`src/rtl/core/shp_pkg.sv`:
```
package shp_pkg;

    // frame geometry limits
    localparam int MAX_WIDTH  = 2048;
    localparam int MAX_HEIGHT = 2048;

    // field and counter widths
    localparam int CHAN_W    = 8;
    localparam int NUM_CH    = 3;
    localparam int PIX_W     = CHAN_W * NUM_CH;
    localparam int CFG_W     = 12;
    localparam int CFG_IDX_W = 2;
    localparam int COL_W     = $clog2(MAX_WIDTH);
    localparam int ROW_W     = $clog2(MAX_HEIGHT + 1);
    localparam int FILL_W    = $clog2(MAX_WIDTH + 1);
    localparam int ACC_W     = CHAN_W + 4;

    // output queue sizing
    localparam int QUEUE_DEPTH = 3;
    localparam int QPTR_W      = $clog2(QUEUE_DEPTH);
    localparam int QLVL_W      = $clog2(QUEUE_DEPTH + 1);

    // register values after reset
    localparam int RST_FRAME_WIDTH  = 640;
    localparam int RST_FRAME_HEIGHT = 480;
    localparam logic RST_COLOR_MODE = 1'b1;

    // configuration register indexes
    typedef enum logic [CFG_IDX_W-1:0] {
        CFG_FRAME_WIDTH  = 2'd0,
        CFG_FRAME_HEIGHT = 2'd1,
        CFG_COLOR_MODE   = 2'd2
    } t_cfg_idx;

    // the five weighted neighbors of one channel
    typedef struct packed {
        logic [CHAN_W-1:0] ctr;
        logic [CHAN_W-1:0] top;
        logic [CHAN_W-1:0] bot;
        logic [CHAN_W-1:0] lft;
        logic [CHAN_W-1:0] rgt;
    } t_taps;

    // one result pixel as it waits in the output queue
    typedef struct packed {
        logic                           frame_end;
        logic [NUM_CH-1:0][CHAN_W-1:0]  chan;
    } t_result;

    // last column index of a line, zero width taken as one, saturated to the line buffer
    function automatic logic [COL_W-1:0] f_width_last(input logic [CFG_W-1:0] v);
        logic [COL_W-1:0] res;
        if (v == '0) begin
            res = '0;
        end else if (32'(v) > MAX_WIDTH) begin
            res = COL_W'(MAX_WIDTH - 1);
        end else begin
            res = COL_W'(v - 1'b1);
        end
        return res;
    endfunction

    // line count, zero taken as one, saturated to the frame limit
    function automatic logic [ROW_W-1:0] f_height(input logic [CFG_W-1:0] v);
        logic [ROW_W-1:0] res;
        if (v == '0) begin
            res = ROW_W'(1);
        end else if (32'(v) > MAX_HEIGHT) begin
            res = ROW_W'(MAX_HEIGHT);
        end else begin
            res = ROW_W'(v);
        end
        return res;
    endfunction

endpackage

```
`src/rtl/core/shp_lane.sv`:
```
module shp_lane import shp_pkg::*; (
    input  t_taps             i_taps,
    output logic [CHAN_W-1:0] o_pix
);

    logic [ACC_W-1:0] acc;

    // center weighted by five, minus the top, bottom, left and right neighbors, wraps into a signed accumulator
    always_comb begin
        acc = {2'b00, i_taps.ctr, 2'b00} + ACC_W'(i_taps.ctr)
            - ACC_W'(i_taps.top) - ACC_W'(i_taps.bot)
            - ACC_W'(i_taps.lft) - ACC_W'(i_taps.rgt);
    end

    // clamp to byte range
    always_comb begin
        if (acc[ACC_W-1]) begin
            o_pix = '0;
        end else if (acc[ACC_W-2:CHAN_W] != '0) begin
            o_pix = '1;
        end else begin
            o_pix = acc[CHAN_W-1:0];
        end
    end

endmodule

```
`config.mk`:
```
export PLATFORM = sky130hd
export DESIGN_NAME = shp_lane
export DESIGN_NICKNAME = d
export VERILOG_FILES = /design/src/rtl/core/shp_pkg.sv /design/src/rtl/core/shp_lane.sv
export SDC_FILE = /design/constraint.sdc
export NUM_CORES = 1
export LEC_CHECK = 0
export ABC_AREA = 1
export BUFFER_PORTS_ARGS = -buffer_cell sky130_fd_sc_hd__buf_4
export CORE_ASPECT_RATIO = 0.5
export CORE_UTILIZATION = 28
export DETAILED_ROUTE_END_ITERATION = 6
export PLACE_DENSITY = 0.45
export SETUP_SLACK_MARGIN = 0.2
export SLEW_MARGIN = 20
export SYNTH_ARGS = -nofsm -noshare
export SYNTH_HDL_FRONTEND = slang
export SYNTH_SLANG_ARGS = --single-unit
```
`constraint.sdc`:
```
create_clock -name vclk -period 8.15
set_input_delay 1.63 -clock vclk [all_inputs]
set_output_delay 1.63 -clock vclk [all_outputs]
set_load 0.02 [all_outputs]
```
# Yosys cells after proc, flatten, opt, wreduce, memory -nomap -nowiden

Index checks and enable logic that the tools add are counted.

Bits in registers: 0
Input bits: 40
Output and inout port bits: 8
Logic and storage cells: 8

Add/sub/neg operators: 5
Mux-type cells: 2
Reductions and logical operators: 1

Operators with widths:

| kind              | count |
|---|---|
| $sub 12x8->12     | 3 |
| $mux 8            | 2 |
| $sub 11x8->12     | 1 |
| $add 10x8->11     | 1 |
| $reduce_bool 3->1 | 1 |

# Logic depth before layout (Yosys ltp)

Gate-level depths: netlist of the first run.

Depth after elaboration: 8
Depth in mapped cells: 18
Gate-level depth less buffers: 18

# Worst setup path after synthesis of the first run

Ideal clock, no wire load.

Path type: input port to output port
Start point: in i_taps[9] (netlist bit)
End point: out o_pix[0]
Data arrival time: 4666 ps
Data required time: 6520 ps
Path slack: 1854 ps
Stages: 16
Path buffers: 0
Path through: inv_1 fa_1 fa_1 inv_1 fa_1 inv_1 fa_1 nand3_1 nand3_2 nand2_1 nand2_1 nand2_1 nand2_1 nand3_2 nor2_4 a21oi_1

Longest elaborated chain between the ends: 5

Ends and longest elaborated chain:

| item                         | RTL line       | text |
|---|---|---|
| from (decl)                  | shp_lane.sv:2  | `input t_taps i_taps,` |
| $sub 12x8->12 * (2 in a row) | shp_lane.sv:12 | `- ACC_W'(i_taps.lft) - ACC_W'(i_taps.rgt);` |
| $reduce_bool 3->1            | shp_lane.sv:19 | `end else if (acc[ACC_W-2:CHAN_W] != '0) begin` |
| $mux 8                       | shp_lane.sv:19 |  |
| $mux 8 *                     | shp_lane.sv:17 | `if (acc[ACC_W-1]) begin` |
| to (decl)                    | shp_lane.sv:3  | `output logic [CHAN_W-1:0] o_pix` |

Every way passes the cells marked *; elsewhere a longest branch is shown, timed or not.

# Worst setup path after layout of the first run

Start point: in i_taps[9] (netlist bit)
End point: out o_pix[2]

Same word-level chain as after synthesis.

==> flow_metrics.env, run 1 <==
export IMPL_detailedPlace_worstSlack_ns=1.491
export IMPL_route_antenna_remaining_nets=0
export IMPL_layout_drive_gt1_share=0.2046
export IMPL_finalCoreUtilization=0.3877
export IMPL_globalRoute_totalOverflow=0
export IMPL_place_detailed_hpwl_um=2796
export IMPL_remaining_design_rule_violation_count=0
export IMPL_die_area_sq_um=5764
export IMPL_run_status="completed"
export IMPL_postSynthCellCount=211
export IMPL_mappedNetlistNets=296
export IMPL_core_sq_um=5090
export IMPL_crit_path_end_kind="primary output"
export IMPL_ff_latch_area_sq_um=0
export IMPL_synth_top_area_share=0.3938
export IMPL_slew_headroom=0.6012
export IMPL_antennaDiodeCount=0
export IMPL_netlist_top_cell_by_area="fa_1"
export IMPL_overall_power_uw=520.6
export IMPL_max_cap_violations=0
export IMPL_ctsResizeCount=0
export IMPL_critical_path_cell_chain="buf_4 -> inv_1 -> fa_1 -> fa_1 -> inv_1 -> fa_1 -> inv_1 -> fa_1 -> nand3_1 -> nand3_2 -> nand2_1 -> nand3_1 -> nand2_1 -> nand3_2 -> nor2_4 -> a21oi_1 -> buf_4"
export IMPL_worst_path_max_fanout=8
export IMPL_die_width_um=106.4
export IMPL_crit_path_start_kind="input port"
export IMPL_maximum_number_of_pins_on_one_net_before_global_route_repair=9
export IMPL_synth_avg_cell_area_sq_um=7.228
export IMPL_timing_final_ws_setup_ns=1.489
export IMPL_wire_length_of_the_first_global_routing_pass_um=5147
export IMPL_cellLeakagePower_uw=0.001193
export IMPL_cts_repair_timing_setup_buffer_count=0
export IMPL_final_common_cell="inv_1"
export IMPL_numSequentialCells=0
export IMPL_worst_endpoint_arrival_ns=5.03
export IMPL_setup_violations_final=0
export IMPL_most_common_layout_cells="inv_1, buf_4, nand2_1"
export IMPL_synth_top_cells_by_area="fa_1, inv_1, ha_1, nand2_1, a21oi_1"
export IMPL_starting_drc_count_in_detailed_routing=46
export IMPL_cp_common_cell="fa_1"
export IMPL_critical_path_endpoint="o_pix[2]"
export IMPL_worst_slew_pin_transition_ns=0.5982
export IMPL_synth_cell_area_sq_um=1525
export IMPL_io_buffer_count=48
export IMPL_yosysWarningCount=0
export IMPL_vias_per_cell=3.979
export IMPL_criticalPathCategory="input port to primary output"
export IMPL_cp_depth=17
export IMPL_holdWs_ns=3.826
export IMPL_first_global_vias=1262
export IMPL_worstPathBufferInverterCount=5
export IMPL_routed_wire_length_um=2929
export IMPL_hold_fix_buffers_at_cts=0
export IMPL_area_growth_pct=29.37
export IMPL_synth_distinct_cells=18
export IMPL_drt_pass1_iterations=4
export IMPL_fmaxAchievable_mhz=150.1
export IMPL_grtUsageTotal=0.1092
export IMPL_timing_critical_path_slowest_stage_cell="fa_1"
export IMPL_sum_neg_setup_slack_ns=0
export IMPL_crit_family="adder cells"
export IMPL_die_y_extent_um=54.19
export IMPL_floorplan_initialDensity=0.2997
export IMPL_timing_hold_worst_path_depth=5
export IMPL_share_of_the_yosys_chip_area_belonging_to_registers=0
export IMPL_final_net_count=346
export IMPL_power_density_nw_per_um2=263.9
export IMPL_layout_worst_path_cycle_share=0.8173
export IMPL_grt_antenna_before_repair=0
export IMPL_critical_path_max_stage_delay_ns=0.55
export IMPL_worst_hold_class="input port to primary output"
export IMPL_ioPinCount=48
export IMPL_grt_setup_unrepaired="no"
export IMPL_place_congestion=0.7917
export IMPL_slew_violations=0
export IMPL_dr_total_vias=1309
export IMPL_wire_per_inst_um=8.903
export IMPL_timing_final_hold_violations=0
export IMPL_maximum_vdd_drop_mv=0.09487
export IMPL_worst_ep_required_time_ns=6.52
export IMPL_critical_path_startpoint="i_taps[9]"
export IMPL_final_clkbuf_count=0
export IMPL_period_needed_ns=6.661
export IMPL_row_count=18
-- synthesized netlist by cell type, drive strengths merged --
library cell	n
a21oi	15
a31oi	1
fa	30
ha	15
inv	82
mux2i	1
nand2	36
nand3	10
nand4	3
nor2	8
nor3	1
o21ai	1
xnor2	5
xor2	3
-- worst min path at each step --
stage | start | end | slack [ns]
5_1_grt | i_taps[32] | o_pix[0] | 3.87
2_1_floorplan | i_taps[32] | o_pix[0] | 3.65
3_5_place_dp | i_taps[32] | o_pix[0] | 3.83
3_3_place_gp | i_taps[32] | o_pix[0] | 3.83
6_report | i_taps[32] | o_pix[0] | 3.83
4_1_cts | i_taps[32] | o_pix[0] | 3.84
-- stage by stage --
stage          instances  area [sq um]
2_1_floorplan        211          1525
3_3_place_gp         329          1973
3_5_place_dp         329          1973
4_1_cts              329          1973
5_1_grt              329          1973
6_report             329          1973
-- where the power goes --
| part | switching (uW) | internal [uW] |
|---|---|---|
| clock network | 0 | 0 |
| registers | 0 | 0 |
| logic | 310 | 211 |
-- per-layer routing --
| layer | track usage | vias to the layer above | share of wire |
|---|---|---|---|
| met5 | 0 | - | 0 |
| met4 | 0 | 0 | 0 |
| met3 | 0.001211 | 0 | 0.035 |
| met2 | 0.1959 | 22 | 0.43 |
| met1 | 0.1588 | 588 | 0.54 |
| li1 | - | 699 | - |
-- cell type report --
class | count | area, sq um
repair buffers | 48 | 360.3
well taps | 70 | 87.58
inverters | 82 | 307.8
multi-input cells | 129 | 1217
fillers | 569 | 3117
-- cells by family after synthesis --
kind of cell,count (synthesis),share of synthesized area
AOI/OAI and AO/OA,17,0.05907
xor gates and xnor gates,8,0.04594
adders and majority gates,45,0.5168
buffers and inverters,82,0.2018
muxes,1,0.006563
and+or+nand+nor,58,0.1698
Power figures use the tool's default switching activity.
==> run 2: changes to the inputs <==
clock period = 6.6 ns   (was 8.15 ns; I/O delays follow)
==> run 2 against run 1 <==
Against the previous run:
- worst setup slack got worse by 0.94 ns
- non-clock buffer count did not move
- flip-flop and latch count did not move
- largest cell class unchanged
- power rose by 24%
- design area did not move
- cell count did not move
- largest power group unchanged
- via count rose by 0.61%
- combinational power rose by 24%
- highest routed layer unchanged
==> flow_metrics.env, run 2 (same netlist as run 1, synthesis figures left out) <==
export IMPL_run_status="completed"
export IMPL_routed_wire_length_um=2977
export IMPL_cts_repair_timing_setup_buffer_count=0
export IMPL_drt_pass1_iterations=4
export IMPL_wire_per_inst_um=9.049
export IMPL_maximum_vdd_drop_mv=0.1052
export IMPL_first_global_vias=1268
export IMPL_top_signal_layer_used="met3"
export IMPL_timing_critical_path_slowest_stage_cell="fa_1"
export IMPL_most_common_layout_cells="inv_1, buf_4, nand2_1"
export IMPL_timing_final_ws_setup_ns=0.5525
export IMPL_timing_final_hold_violations=0
export IMPL_globalRoute_totalOverflow=0
export IMPL_final_net_count=346
export IMPL_detail_route_wirelength_met1_um=1597
export IMPL_sw_frac_of_total=0.5962
export IMPL_ioPinCount=48
export IMPL_dr_total_vias=1317
export IMPL_final_common_cell="inv_1"
export IMPL_setup_violations_final=0
export IMPL_sum_neg_setup_slack_ns=0
export IMPL_worst_ep_required_time_ns=5.28
export IMPL_vias_per_cell=4.003
export IMPL_grt_antenna_before_repair=0
export IMPL_worstPathBufferInverterCount=5
export IMPL_critical_path_max_stage_delay_ns=0.55
export IMPL_critical_path_cell_chain="buf_4 -> inv_1 -> fa_1 -> fa_1 -> inv_1 -> fa_1 -> inv_1 -> fa_1 -> nand3_1 -> nand3_2 -> nand2_1 -> nand3_1 -> nand2_1 -> nand3_2 -> nor2_4 -> a21oi_1 -> buf_4"
export IMPL_crit_path_start_kind="input port"
export IMPL_antennaDiodeCount=0
export IMPL_cellLeakagePower_uw=0.001193
export IMPL_grtUsageTotal=0.1164
export IMPL_worst_hold_class="input port to primary output"
export IMPL_power_density_nw_per_um2=326.2
export IMPL_criticalPathCategory="input port to primary output"
export IMPL_period_needed_ns=6.048
export IMPL_die_width_um=106.4
export IMPL_area_growth_pct=29.37
export IMPL_sequentialPowerShare=0
export IMPL_met3WireLength_um=97
export IMPL_numSequentialCells=0
export IMPL_io_buffer_count=48
export IMPL_placement_cell_area_sq_um=1973
export IMPL_post_route_cell_area_sq_um=1973
export IMPL_hold_fix_buffers_at_cts=0
export IMPL_crit_path_end_kind="primary output"
export IMPL_detailedPlace_worstSlack_ns=0.5513
export IMPL_remaining_design_rule_violation_count=0
export IMPL_route_antenna_remaining_nets=0
export IMPL_switching_power_uw=383.7
export IMPL_pwr_share_comb=1.000
export IMPL_p_int_uw=259.9
export IMPL_worst_slew_pin_transition_ns=0.6157
export IMPL_starting_drc_count_in_detailed_routing=20
export IMPL_worst_path_max_fanout=8
export IMPL_floorplan_initialDensity=0.2997
export IMPL_ff_latch_area_sq_um=0
export IMPL_wire_length_of_the_first_global_routing_pass_um=5416
export IMPL_fmaxAchievable_mhz=165.4
export IMPL_power_share_clock=0
export IMPL_maximum_number_of_pins_on_one_net_before_global_route_repair=9
export IMPL_max_cap_violations=0
export IMPL_layout_worst_path_cycle_share=0.9163
export IMPL_crit_family="adder cells"
export IMPL_die_area_sq_um=5764
export IMPL_core_sq_um=5090
export IMPL_ctsResizeCount=0
export IMPL_worst_endpoint_arrival_ns=4.73
export IMPL_place_detailed_hpwl_um=2834
export IMPL_place_congestion=0.7969
export IMPL_grt_setup_unrepaired="no"
export IMPL_die_y_extent_um=54.19
export IMPL_cp_common_cell="fa_1"
export IMPL_slew_violations=0
export IMPL_slew_headroom=0.5895
export IMPL_met2WireLength_um=1282
export IMPL_final_clkbuf_count=0
export IMPL_row_count=18
export IMPL_layout_drive_gt1_share=0.2046
## run 2: cell counts in the layout (fill, tap and decap cells not counted)
No cell type changed its count.
## run 2: per-stage QoR
| step | cells | utilization | hold WS [ns] | total power [uW] |
|---|---|---|---|---|
| 3_3_place_gp | 329 | 0.3877 | 3.214 | 650.8 |
| 2_1_floorplan | 211 | - | 3.025 | 484.3 |
| 6_report | 329 | 0.3877 | 3.202 | 643.6 |
| 4_1_cts | 329 | 0.3877 | 3.211 | 653.2 |
| 5_1_grt | 329 | 0.3877 | 3.256 | 745.1 |
| 3_5_place_dp | 329 | 0.3877 | 3.210 | 647.5 |
## run 2: power groups by stage
stage | Clock [uW] | Sequential, uW | Combinational, uW
final | 0 | 0 | 644
after detailed placement | 0 | 0 | 647
after floorplan | 0 | 0 | 484
after CTS | 0 | 0 | 653
after global routing | 0 | 0 | 745
after global placement | 0 | 0 | 651
## run 2: final cells by class
type	count	area [sq um]
multi-input combinational	129	1217
fill	570	3117
tap	70	87.58
inverter	82	307.8
timing repair buffer	48	360.3
## run 2: worst paths after layout
kind / from / to / slack [ns] / cells after the start
hold / removal: i_taps[32] / o_pix[0] / 3.20 / 5
setup / recovery: i_taps[9] / o_pix[2] / 0.55 / 17
## run 2: metal layers
metal,track usage,up-vias
li1,-,698
met1,0.1739,597
met2,0.2035,22
met3,0,0
met4,0,0
met5,0,-
