[src/rtl/core/shp_pkg.sv]
package shp_pkg;

    // frame geometry limits
    localparam int MAX_WIDTH  = 2048;
    localparam int MAX_HEIGHT = 2048;

    // field and counter widths
    localparam int CHAN_W    = 8;
    localparam int NUM_CH    = 3;
    localparam int PIX_W     = CHAN_W * NUM_CH;
    localparam int CFG_W     = 12;
    localparam int CFG_IDX_W = 2;
    localparam int COL_W     = $clog2(MAX_WIDTH);
    localparam int ROW_W     = $clog2(MAX_HEIGHT + 1);
    localparam int FILL_W    = $clog2(MAX_WIDTH + 1);
    localparam int ACC_W     = CHAN_W + 4;

    // output queue sizing
    localparam int QUEUE_DEPTH = 3;
    localparam int QPTR_W      = $clog2(QUEUE_DEPTH);
    localparam int QLVL_W      = $clog2(QUEUE_DEPTH + 1);

    // register values after reset
    localparam int RST_FRAME_WIDTH  = 640;
    localparam int RST_FRAME_HEIGHT = 480;
    localparam logic RST_COLOR_MODE = 1'b1;

    // configuration register indexes
    typedef enum logic [CFG_IDX_W-1:0] {
        CFG_FRAME_WIDTH  = 2'd0,
        CFG_FRAME_HEIGHT = 2'd1,
        CFG_COLOR_MODE   = 2'd2
    } t_cfg_idx;

    // the five weighted neighbors of one channel
    typedef struct packed {
        logic [CHAN_W-1:0] ctr;
        logic [CHAN_W-1:0] top;
        logic [CHAN_W-1:0] bot;
        logic [CHAN_W-1:0] lft;
        logic [CHAN_W-1:0] rgt;
    } t_taps;

    // one result pixel as it waits in the output queue
    typedef struct packed {
        logic                           frame_end;
        logic [NUM_CH-1:0][CHAN_W-1:0]  chan;
    } t_result;

    // last column index of a line, zero width taken as one, saturated to the line buffer
    function automatic logic [COL_W-1:0] f_width_last(input logic [CFG_W-1:0] v);
        logic [COL_W-1:0] res;
        if (v == '0) begin
            res = '0;
        end else if (32'(v) > MAX_WIDTH) begin
            res = COL_W'(MAX_WIDTH - 1);
        end else begin
            res = COL_W'(v - 1'b1);
        end
        return res;
    endfunction

    // line count, zero taken as one, saturated to the frame limit
    function automatic logic [ROW_W-1:0] f_height(input logic [CFG_W-1:0] v);
        logic [ROW_W-1:0] res;
        if (v == '0) begin
            res = ROW_W'(1);
        end else if (32'(v) > MAX_HEIGHT) begin
            res = ROW_W'(MAX_HEIGHT);
        end else begin
            res = ROW_W'(v);
        end
        return res;
    endfunction

endpackage

[src/rtl/core/shp_merge.sv]
module shp_merge import shp_pkg::*; (
    input  logic                          i_clk,
    input  logic                          i_rst_n,
    input  logic                          i_push,
    input  logic [NUM_CH-1:0][CHAN_W-1:0] i_lanes,
    input  logic                          i_frame_end,
    input  logic                          i_color,
    output logic [QLVL_W-1:0]             o_level,
    output logic                          m_axis_tvalid,
    input  logic                          m_axis_tready,
    output logic [PIX_W-1:0]              m_axis_tdata,   // chan0_out, chan1_out, chan2_out
    output logic                          m_axis_tlast    // frame_end
);

    t_result             res;
    t_result             r_q [QUEUE_DEPTH];
    logic [QPTR_W-1:0]   r_head;
    logic [QPTR_W-1:0]   r_tail;
    logic [QLVL_W-1:0]   r_level;
    logic [QLVL_W-1:0]   n_level;
    logic                pop;

    // combine lanes, upper channels forced to zero in gray mode
    always_comb begin
        res.frame_end = i_frame_end;
        for (int ch = 0; ch < NUM_CH; ch++) begin
            res.chan[ch] = (ch == 0 || i_color) ? i_lanes[ch] : '0;
        end
    end

    assign pop     = m_axis_tvalid & m_axis_tready;
    assign n_level = r_level + QLVL_W'(i_push) - QLVL_W'(pop);

    // queue storage
    always_ff @(posedge i_clk) begin
        if (i_push) begin
            r_q[r_tail] <= res;
        end
    end

    // queue pointers and fill level
    always_ff @(posedge i_clk) begin
        if (!i_rst_n) begin
            r_head  <= '0;
            r_tail  <= '0;
            r_level <= '0;
        end else begin
            if (i_push) begin
                r_tail <= (r_tail == QPTR_W'(QUEUE_DEPTH - 1)) ? '0 : r_tail + 1'b1;
            end
            if (pop) begin
                r_head <= (r_head == QPTR_W'(QUEUE_DEPTH - 1)) ? '0 : r_head + 1'b1;
            end
            r_level <= n_level;
        end
    end

    assign o_level       = r_level;
    assign m_axis_tvalid = (r_level != '0);
    assign m_axis_tdata  = r_q[r_head].chan;
    assign m_axis_tlast  = r_q[r_head].frame_end;

endmodule

[config.mk]
export PLATFORM = sky130hd
export DESIGN_NAME = shp_merge
export DESIGN_NICKNAME = d
export VERILOG_FILES = /design/src/rtl/core/shp_pkg.sv /design/src/rtl/core/shp_merge.sv
export SDC_FILE = /design/constraint.sdc
export NUM_CORES = 1
export LEC_CHECK = 0
export ABC_AREA = 1
export BUFFER_PORTS_ARGS = -buffer_cell sky130_fd_sc_hd__clkbuf_2
export CORE_MARGIN = 3
export CORE_UTILIZATION = 30
export DETAILED_ROUTE_END_ITERATION = 8
export HOLD_SLACK_MARGIN = 0.06
export PLACE_DENSITY = 0.58
export SYNTH_ARGS = -nofsm -noshare
export SYNTH_HDL_FRONTEND = slang
export SYNTH_SLANG_ARGS = --single-unit
export TNS_END_PERCENT = 10
[constraint.sdc]
create_clock -name i_clk -period 2.8 [get_ports i_clk]
set_input_delay 0.56 -clock i_clk [delete_from_list [all_inputs] [get_ports i_clk]]
set_output_delay 0.56 -clock i_clk [all_outputs]
set_load 0.005 [all_outputs]
# ---- Word-level counts from Yosys, hierarchy flattened
# Memories as Yosys holds them, arrays and structs flattened. A register that Yosys moved wholly into a read port is not among the register bits.
# Index checks and enable logic that the tools add are counted.
dict set report totals {
  register_bits 6
  mem_bits_rw 75
  in_bits 30
  output_inout_bits 28
  elab_cells 20
  memories 1
}
# name depth word_bits rd rd_clocked_by_memory_dff write_ports line
set memory_table {}
lappend memory_table {r_q 3 25 1 1 1 shp_merge.sv:16} ;# t_result r_q [QUEUE_DEPTH];
dict set report op_classes {
  add_sub_neg 4
  eq_ne 2
  muxes 8
  n_bitwise 1
  reduce_logical 1
}
# operator count
set ops {}
lappend ops {{two-way mux 8 bit} 2}
lappend ops {{two-way mux 2 bit} 4}
lappend ops {{adder 2 x 1 -> 2 bit, second input constant} 2}
lappend ops {{== test 2 bit, second input constant} 2}
lappend ops {{adder 2 x 1 -> 2 bit} 1}
lappend ops {{two-way mux 1 bit} 2}
lappend ops {{nonzero test 2 bit} 1}
lappend ops {{subtractor 2 x 1 -> 2 bit} 1}
lappend ops {{AND 1 bit} 1}

# ---- Logic depth before layout (Yosys ltp)
# Gate-level depths: netlist of the first run.
dict set report logic_depth {
  ltp_word 4
  depth_mapped 7
  ltp_nobuf 7
}

# ---- Worst setup path after synthesis of the first run
# Ideal clock, no wire load.
dict set report synth_path {
  path_kind {input to register}
  startpoint {in i_push}
  endpoint {mem r_q[2][0] in the netlist's numbering, enable pin}
  setup_time_ns 0.438
  arrival_time_ns 2.339
  t_required_ns 2.362
  setup_slack_ns 0.023
  cell_stages 2
  n_path_buf 0
  path_cell_list {inv_1 > nor3_1}
}
dict set report synth_via {
  elab_chain_cells 2
}
# element line
set synth_rtl {}
lappend synth_rtl {{start: declaration} shp_merge.sv:4} ;# input logic i_push,
lappend synth_rtl {{two-way mux 1 bit} shp_merge.sv:36} ;# if (i_push) begin
lappend synth_rtl {{two-way mux 1 bit (implied by the code)} shp_merge.sv:37} ;# r_q[r_tail] <= res;
lappend synth_rtl {{end: declaration} shp_merge.sv:16}
# Every way passes these cells.

==> results_dict.tcl, run 1 <==
set metrics [dict create \
    clock_latency_ps 340 \
    worstSetupPathType "register to output port" \
    die_y_um 111.0 \
    synth_nets 300 \
    synth_cell_type_count 18 \
    ys_ff_latch 83 \
    seqPwrFrac_pct 56.1 \
    drive_above_1_share_pct 24.33 \
    dp_hpwl_um 4398 \
    reg2reg_depth 4 \
    ys_seq_area_share_pct 72.98 \
    p_per_area_nw_per_um2 656.5 \
    root_buffer "clkbuf_8" \
    grt_pass1_wl_um 10830 \
    grt.total_usage_pct 11.42 \
    start_util_pct 31.46 \
    maxCapViolCount 0 \
    synth_top_area_cell "edfxtp_1" \
    r2r_end "r_q[0][23]$_DFFE_PP_" \
    drt_iter0_drc 131 \
    yosysMostFrequentCell "edfxtp_1" \
    critPathMaxFanout 12 \
    ant_nets 0 \
    syn_avg_cell_area_sq_um 12.29 \
    rows 37 \
    period_share_pct 78.25 \
    rsz0062_at_grt "false" \
    whs_path_depth 1 \
    layout_setup_ws_ps 609.1 \
    cts_tree "built" \
    r2r-start "r_tail[1]$_SDFFE_PN0P_" \
    dieWidth_um 111.0 \
    vias 2094 \
    grt_pass1_vias 2136 \
    synth_top_area_share_pct 68.13 \
    worst_hold_startpoint "i_lanes[4]" \
    htree_num_levels 3 \
    grt_antenna_before_repair 0 \
    n_fill_cell 1000 \
    synth_cells 269 \
    synth-async-reset-ratio_pct 0 \
    status "finished, final reports clean" \
    via_per_inst 4.427 \
    cts_buffer_depth 2 \
    crit_required_ps 2240 \
    routed_wl_um 6842 \
    peakVddDrop_uv 238.3 \
    switching_power_mw 0.6114 \
    cts_made_buffers 9 \
    clkTransAtPathRegs_ps 80 \
    antennaDiodeCount 0 \
    whs_ps 417.9 \
    drcViolationCount 0 \
    cp-end-kind "output port" \
    skew_ps 11.82 \
    cts_setup_buffers 0 \
    ctsHoldBuffers 0 \
    tns_ps 0 \
    synthTopCellsByArea "edfxtp_1 (68%), a21oi_1 (7.9%), nand2_1 (5.7%), dfxtp_1 (4.8%), nor2_1 (3.6%)" \
    gp_congestion 0.6855 \
    power.static_leakage_nw 1.621 \
    r2r_setup_slack_ps 1310 \
    power_frac_clock_pct 31.8 \
    wl_per_cell_um 14.47 \
    slew_violations 0 \
    dp_slack_ps 937.7 \
    pin_count 58 \
    nets 363 \
    arrival_ps 1630 \
    final-hold-violation-count 0 \
    p_int_mw 1.942 \
    firstDrtPassIters 4 \
    cp-start-kind "register" \
    min_to "r_q[1][4]$_DFFE_PP_" \
    clock.fmax_ghz 0.4564 \
    relSlewSlack_pct 61.63 \
    tightest_slew_ps 575.0 \
    synth_edf_count 75 \
    grt-ovfl-total 0 \
    power_frac_comb_pct 12.0 \
    synth-main-ff-cell "edfxtp_1" \
    yosys-top-cells-count "edfxtp_1 (75), a21oi_1 (52), nand2_1 (50), nor2_1 (32), inv_1 (27)" \
    die_area_sq_um 12310 \
    core-area_sq_um 10510 \
    period_minus_slack_ps 2191 \
    yosysWarnings 0 \
    finalSetupViolations 0 \
    io_buffers 57 \
    switching_share_pct 23.94 \
    grt_max_degree 26 \
    synth_area_sq_um 3306 \
    hp-class "input pin to register" \
    numClockSinks 83 \
    cts.repair.resized 0 \
    syn_to_final_growth_pct 17.68 \
]
-- registers in the layout (all words and copies together), names as in the netlist, named ones only --
name	cells
r_head	2
o_level	2
r_q	75
r_tail	2
-- power groups by stage --
stage / clock network, mW / registers, mW / logic, mW
after CTS: 0.826 / 1.43 / 0.318
after global routing: 0.887 / 1.44 / 0.353
after floorplan: 0 / 1.45 / 0.191
final: 0.812 / 1.43 / 0.308
after global placement: 0 / 1.46 / 0.313
after detailed placement: 0 / 1.46 / 0.317
-- kinds of logic (layout without fill, tap and decap cells) --
family | Yosys count | in the layout | synth area share (%)
simple gates | 89 | 89 | 10.37
flops | 83 | 83 | 72.97
compound gates | 55 | 55 | 8.516
buf+inv | 41 | 109 | 7.759
fa+ha+maj | 1 | 1 | 0.3784
-- per-layer routing --
metal,track usage (%),wire [um]
met3,2.620,351
met2,20.02,3468
met1,13.45,2960
met5,0,0
met4,4.680,61
-- metrics by stage --
| step | total power, mW | instances | instance area (sq um) | utilization (%) |
|---|---|---|---|---|
| 2_1_floorplan | 1.645 | 269 | 3306 | - |
| 3_3_place_gp | 1.772 | 457 | 3699 | 35.19 |
| 3_5_place_dp | 1.779 | 457 | 3699 | 35.19 |
| 4_1_cts | 2.578 | 473 | 3890 | 37.02 |
| 5_1_grt | 2.679 | 473 | 3890 | 37.02 |
| 6_report | 2.554 | 473 | 3890 | 37.02 |
-- area by class of cell --
class,instances,area (sq um),share of cell area (%)
multi-input cells,145,641.9,16.50
clock buffers,9,123.9,3.184
clock inverters,7,67.56,1.737
flip-flops and latches,83,2412,62.01
well taps,136,170.2,4.374
repair buffers,64,350.3,9.006
inverters,29,123.9,3.184
-- layout by cell type (no fill, tap or decap) --
| master | n |
|---|---|
| inv_6 | 1 |
| nor2_1 | 32 |
| buf_4 | 6 |
| nand3_1 | 6 |
| a21oi_2 | 1 |
| inv_8 | 2 |
| dfxtp_1 | 8 |
| clkbuf_8 | 9 |
| clkinv_1 | 2 |
| edfxtp_1 | 75 |
| nor3_2 | 1 |
| inv_1 | 27 |
| o21a_1 | 1 |
| clkinvlp_4 | 1 |
| buf_12 | 1 |
| clkbuf_2 | 57 |
| a21oi_1 | 52 |
| clkinv_2 | 1 |
| clkinv_4 | 1 |
| nand2_1 | 50 |
| bufinv_16 | 1 |
| ha_1 | 1 |
| o21ai_0 | 1 |
-- critical path: stages (launching register included) --
cell and delay, ps:
dfxtp_1 620, buf_4 290, a21oi_1 90, a21oi_1 150
clkbuf_2 140
-- worst max-delay path by stage --
stage | end | from | slack [ps] | cells past startpoint
2_1_floorplan | r_q[2][0]$_DFFE_PP_ | i_push | 20 | 2
3_3_place_gp | m_axis_tdata[17] | register | 990 | 4
3_5_place_dp | m_axis_tdata[18] | register | 940 | 4
4_1_cts | m_axis_tdata[18] | register | 560 | 4
5_1_grt | m_axis_tdata[18] | register | 460 | 4
6_report | m_axis_tdata[16] | register | 610 | 4
No activity file was read; power rests on OpenSTA's default activity.
==> inputs of run 2 (changes only) <==
ABC_AREA = 0   (was 1)
PLACE_DENSITY = 0.56   (was 0.58)
clock period = 2.1 ns   (was 2.8 ns; I/O delays follow)
==> results_dict.tcl, run 2 <==
set metrics [dict create \
    grt_antenna_before_repair 0 \
    switching_share_pct 20.82 \
    rsz0062_at_grt "false" \
    peakVddDrop_uv 281.7 \
    yosysWarnings 0 \
    wl_per_cell_um 14.10 \
    power.static_leakage_nw 1.405 \
    numClockSinks 83 \
    r2r_setup_slack_ps 740 \
    design_area_sq_um 3941 \
    cp-end-kind "output port" \
    start_util_pct 31.06 \
    drt_iter0_drc 45 \
    largest_register_ffs 75 \
    drive_above_1_share_pct 30.99 \
    reg2reg_depth 3 \
    period_share_pct 88.17 \
    routed_wl_um 5920 \
    via_per_inst 4.329 \
    grt_max_degree 27 \
    clock_latency_ps 340 \
    yosys-top-cells-count "edfxtp_1 (75), nand2_1 (30), mux2i_1 (27), o21ai_1 (20), and2_1 (17)" \
    arrival_ps 1430 \
    cts_buffer_depth 2 \
    synth_cells 213 \
    grt_pass1_vias 1849 \
    cp-start-kind "register" \
    r2r_end "r_q[2][12]$_DFFE_PP_" \
    synth_top_area_share_pct 69.61 \
    syn_to_final_growth_pct 21.81 \
    root_buffer "clkbuf_8" \
    period_minus_slack_ps 1852 \
    crit_required_ps 1680 \
    synth_cell_type_count 23 \
    antennaDiodeCount 0 \
    dieWidth_um 109.9 \
    ctsHoldBuffers 0 \
    whs_path_depth 1 \
    relSlewSlack_pct 73.45 \
    dpl-instance-area_sq_um 3699 \
    layout_commonest_cell "edfxtp_1" \
    min_to "r_q[0][0]$_DFFE_PP_" \
    worst_path_largest_cell_delay_ps 330 \
    synth-main-ff-cell "edfxtp_1" \
    clock.fmax_ghz 0.5401 \
    switching_power_mw 0.7363 \
    hp-class "input pin to register" \
    drcViolationCount 0 \
    die_area_sq_um 12070 \
    dp_hpwl_um 3842 \
    vias 1818 \
    io_buffers 57 \
    synth_top_area_cell "edfxtp_1" \
    r2r-start "r_tail[1]$_SDFFE_PN0P_" \
    grt.total_usage_pct 10.47 \
    crit_chain "buf_4 -> mux2i_1 -> o21ai_0 -> clkbuf_2" \
    grt_pass1_wl_um 9190 \
    synth-async-reset-ratio_pct 0 \
    power_frac_clock_pct 37.7 \
    ys_seq_area_share_pct 74.56 \
    synth_nets 244 \
    synth_edf_count 75 \
    nets 310 \
    die_y_um 109.9 \
    skew_ps 6.530 \
    final-hold-violation-count 0 \
    p_int_mw 2.801 \
    ys_ff_latch 83 \
    syn_avg_cell_area_sq_um 15.19 \
    rows 37 \
    synthTopCellsByArea "edfxtp_1 (70%), mux2i_1 (8.4%), dfxtp_1 (4.9%), nand2_1 (3.5%), and2_1 (3.3%)" \
    gp_congestion 0.6704 \
    core-area_sq_um 10420 \
    status "finished, final reports clean" \
    cts_made_buffers 9 \
    clkTransAtPathRegs_ps 80 \
    slew_violations 0 \
    ant_nets 0 \
    most-common-layout-cells "edfxtp_1 (75), clkbuf_2 (57), nand2_1 (30)" \
    tns_ps 0 \
    power_frac_comb_pct 8.5 \
    critPathMaxFanout 14 \
    p_per_area_nw_per_um2 897.5 \
    path_buf_inv 2 \
    seqPwrFrac_pct 53.9 \
    grt-ovfl-total 0 \
    largest_register "r_q" \
    cts_tree "built" \
    worst_hold_startpoint "i_lanes[0]" \
    finalSetupViolations 0 \
    worstSetupPathType "register to output port" \
    crit_family "buffers and inverters" \
    synth_area_sq_um 3236 \
    htree_num_levels 3 \
    firstDrtPassIters 4 \
    tightest_slew_ps 398.2 \
    maxCapViolCount 0 \
    pin_count 58 \
    slowest_stage "dfxtp_2" \
    yosysMostFrequentCell "edfxtp_1" \
]
run 2: cell types whose count changed in the layout (fill, tap and decap cells not counted), sizes merged, moves of 17 or more:
cell / previous run / this run
and2: 0 / 17
o21ai: 1 / 31
inv: 30 / 1
mux2i: 0 / 27
nand2: 50 / 30
nor2: 32 / 3
a21oi: 53 / 0
run 2: area by class of cell:
type                       count  area (sq um)
clock buffer                   9         123.9
clock inverter                 7         116.4
fill                        1020          6475
inverter                       1         3.754
multi-input combinational    119         764.5
sequential                    83          2417
tap                          136         170.2
timing repair buffer          65         345.3
run 2: timing repair:
action | 4_1_cts | 5_1_grt
gates resized for setup | 0 | 1
endpoints found under the setup margin | 0 | 11
setup buffers | 0 | 0
hold endpoints to repair | 0 | 0
run 2: metal layers:
metal | global-route usage [%] | vias to the layer above | share of wire, % | routed length (um)
met5 | 0 | - | 0 | 0
met3 | 2.995 | 10 | 4.1 | 244
met1 | 12.44 | 859 | 45 | 2669
li1 | - | 909 | - | -
met4 | 4.809 | 0 | 1.7 | 99
met2 | 17.50 | 40 | 49 | 2907
run 2: logic make-up (layout without fill, tap and decap cells):
| group | Yosys count | in the layout | share of synthesized area (%) |
|---|---|---|---|
| compound gates | 33 | 33 | 5.375 |
| buf+inv | 11 | 82 | 2.629 |
| mux | 27 | 27 | 8.353 |
| simple gates | 58 | 58 | 8.701 |
| fa+ha+maj | 1 | 1 | 0.3866 |
| flops | 83 | 83 | 74.56 |
run 2: worst max-delay path by stage:
stage | startpoint | endpoint | slack (ps) | cells after the start
after floorplan | i_push | r_q[1][0]$_DFFE_PP_ | 130 | 2
after global placement | register | m_axis_tdata[20] | 470 | 4
after detailed placement | register | m_axis_tdata[20] | 440 | 4
after CTS | register | m_axis_tdata[20] | 60 | 4
after global routing | register | m_axis_tdata[13] | 80 | 4
final | register | m_axis_tdata[13] | 250 | 4
run 2: metrics by stage:
step	hold WS, ps	instances	total power, mW	worst slack [ps]	util, %
global placement	489.5	404	2.249	471.4	35.51
detailed placement	495.2	404	2.257	440.6	35.51
global route	265.1	420	3.682	79.64	37.84
finish	279.6	420	3.537	248.4	37.84
CTS	260.2	420	3.597	62.79	37.81
floorplan	474.9	213	2.113	129.1	-
run 2: power groups by stage:
stage | combinational (mW) | sequential [mW] | clock [mW]
2_1_floorplan | 0.176 | 1.94 | 0
3_3_place_gp | 0.307 | 1.94 | 0
3_5_place_dp | 0.311 | 1.95 | 0
4_1_cts | 0.312 | 1.91 | 1.38
5_1_grt | 0.339 | 1.91 | 1.43
6_report | 0.299 | 1.91 | 1.33
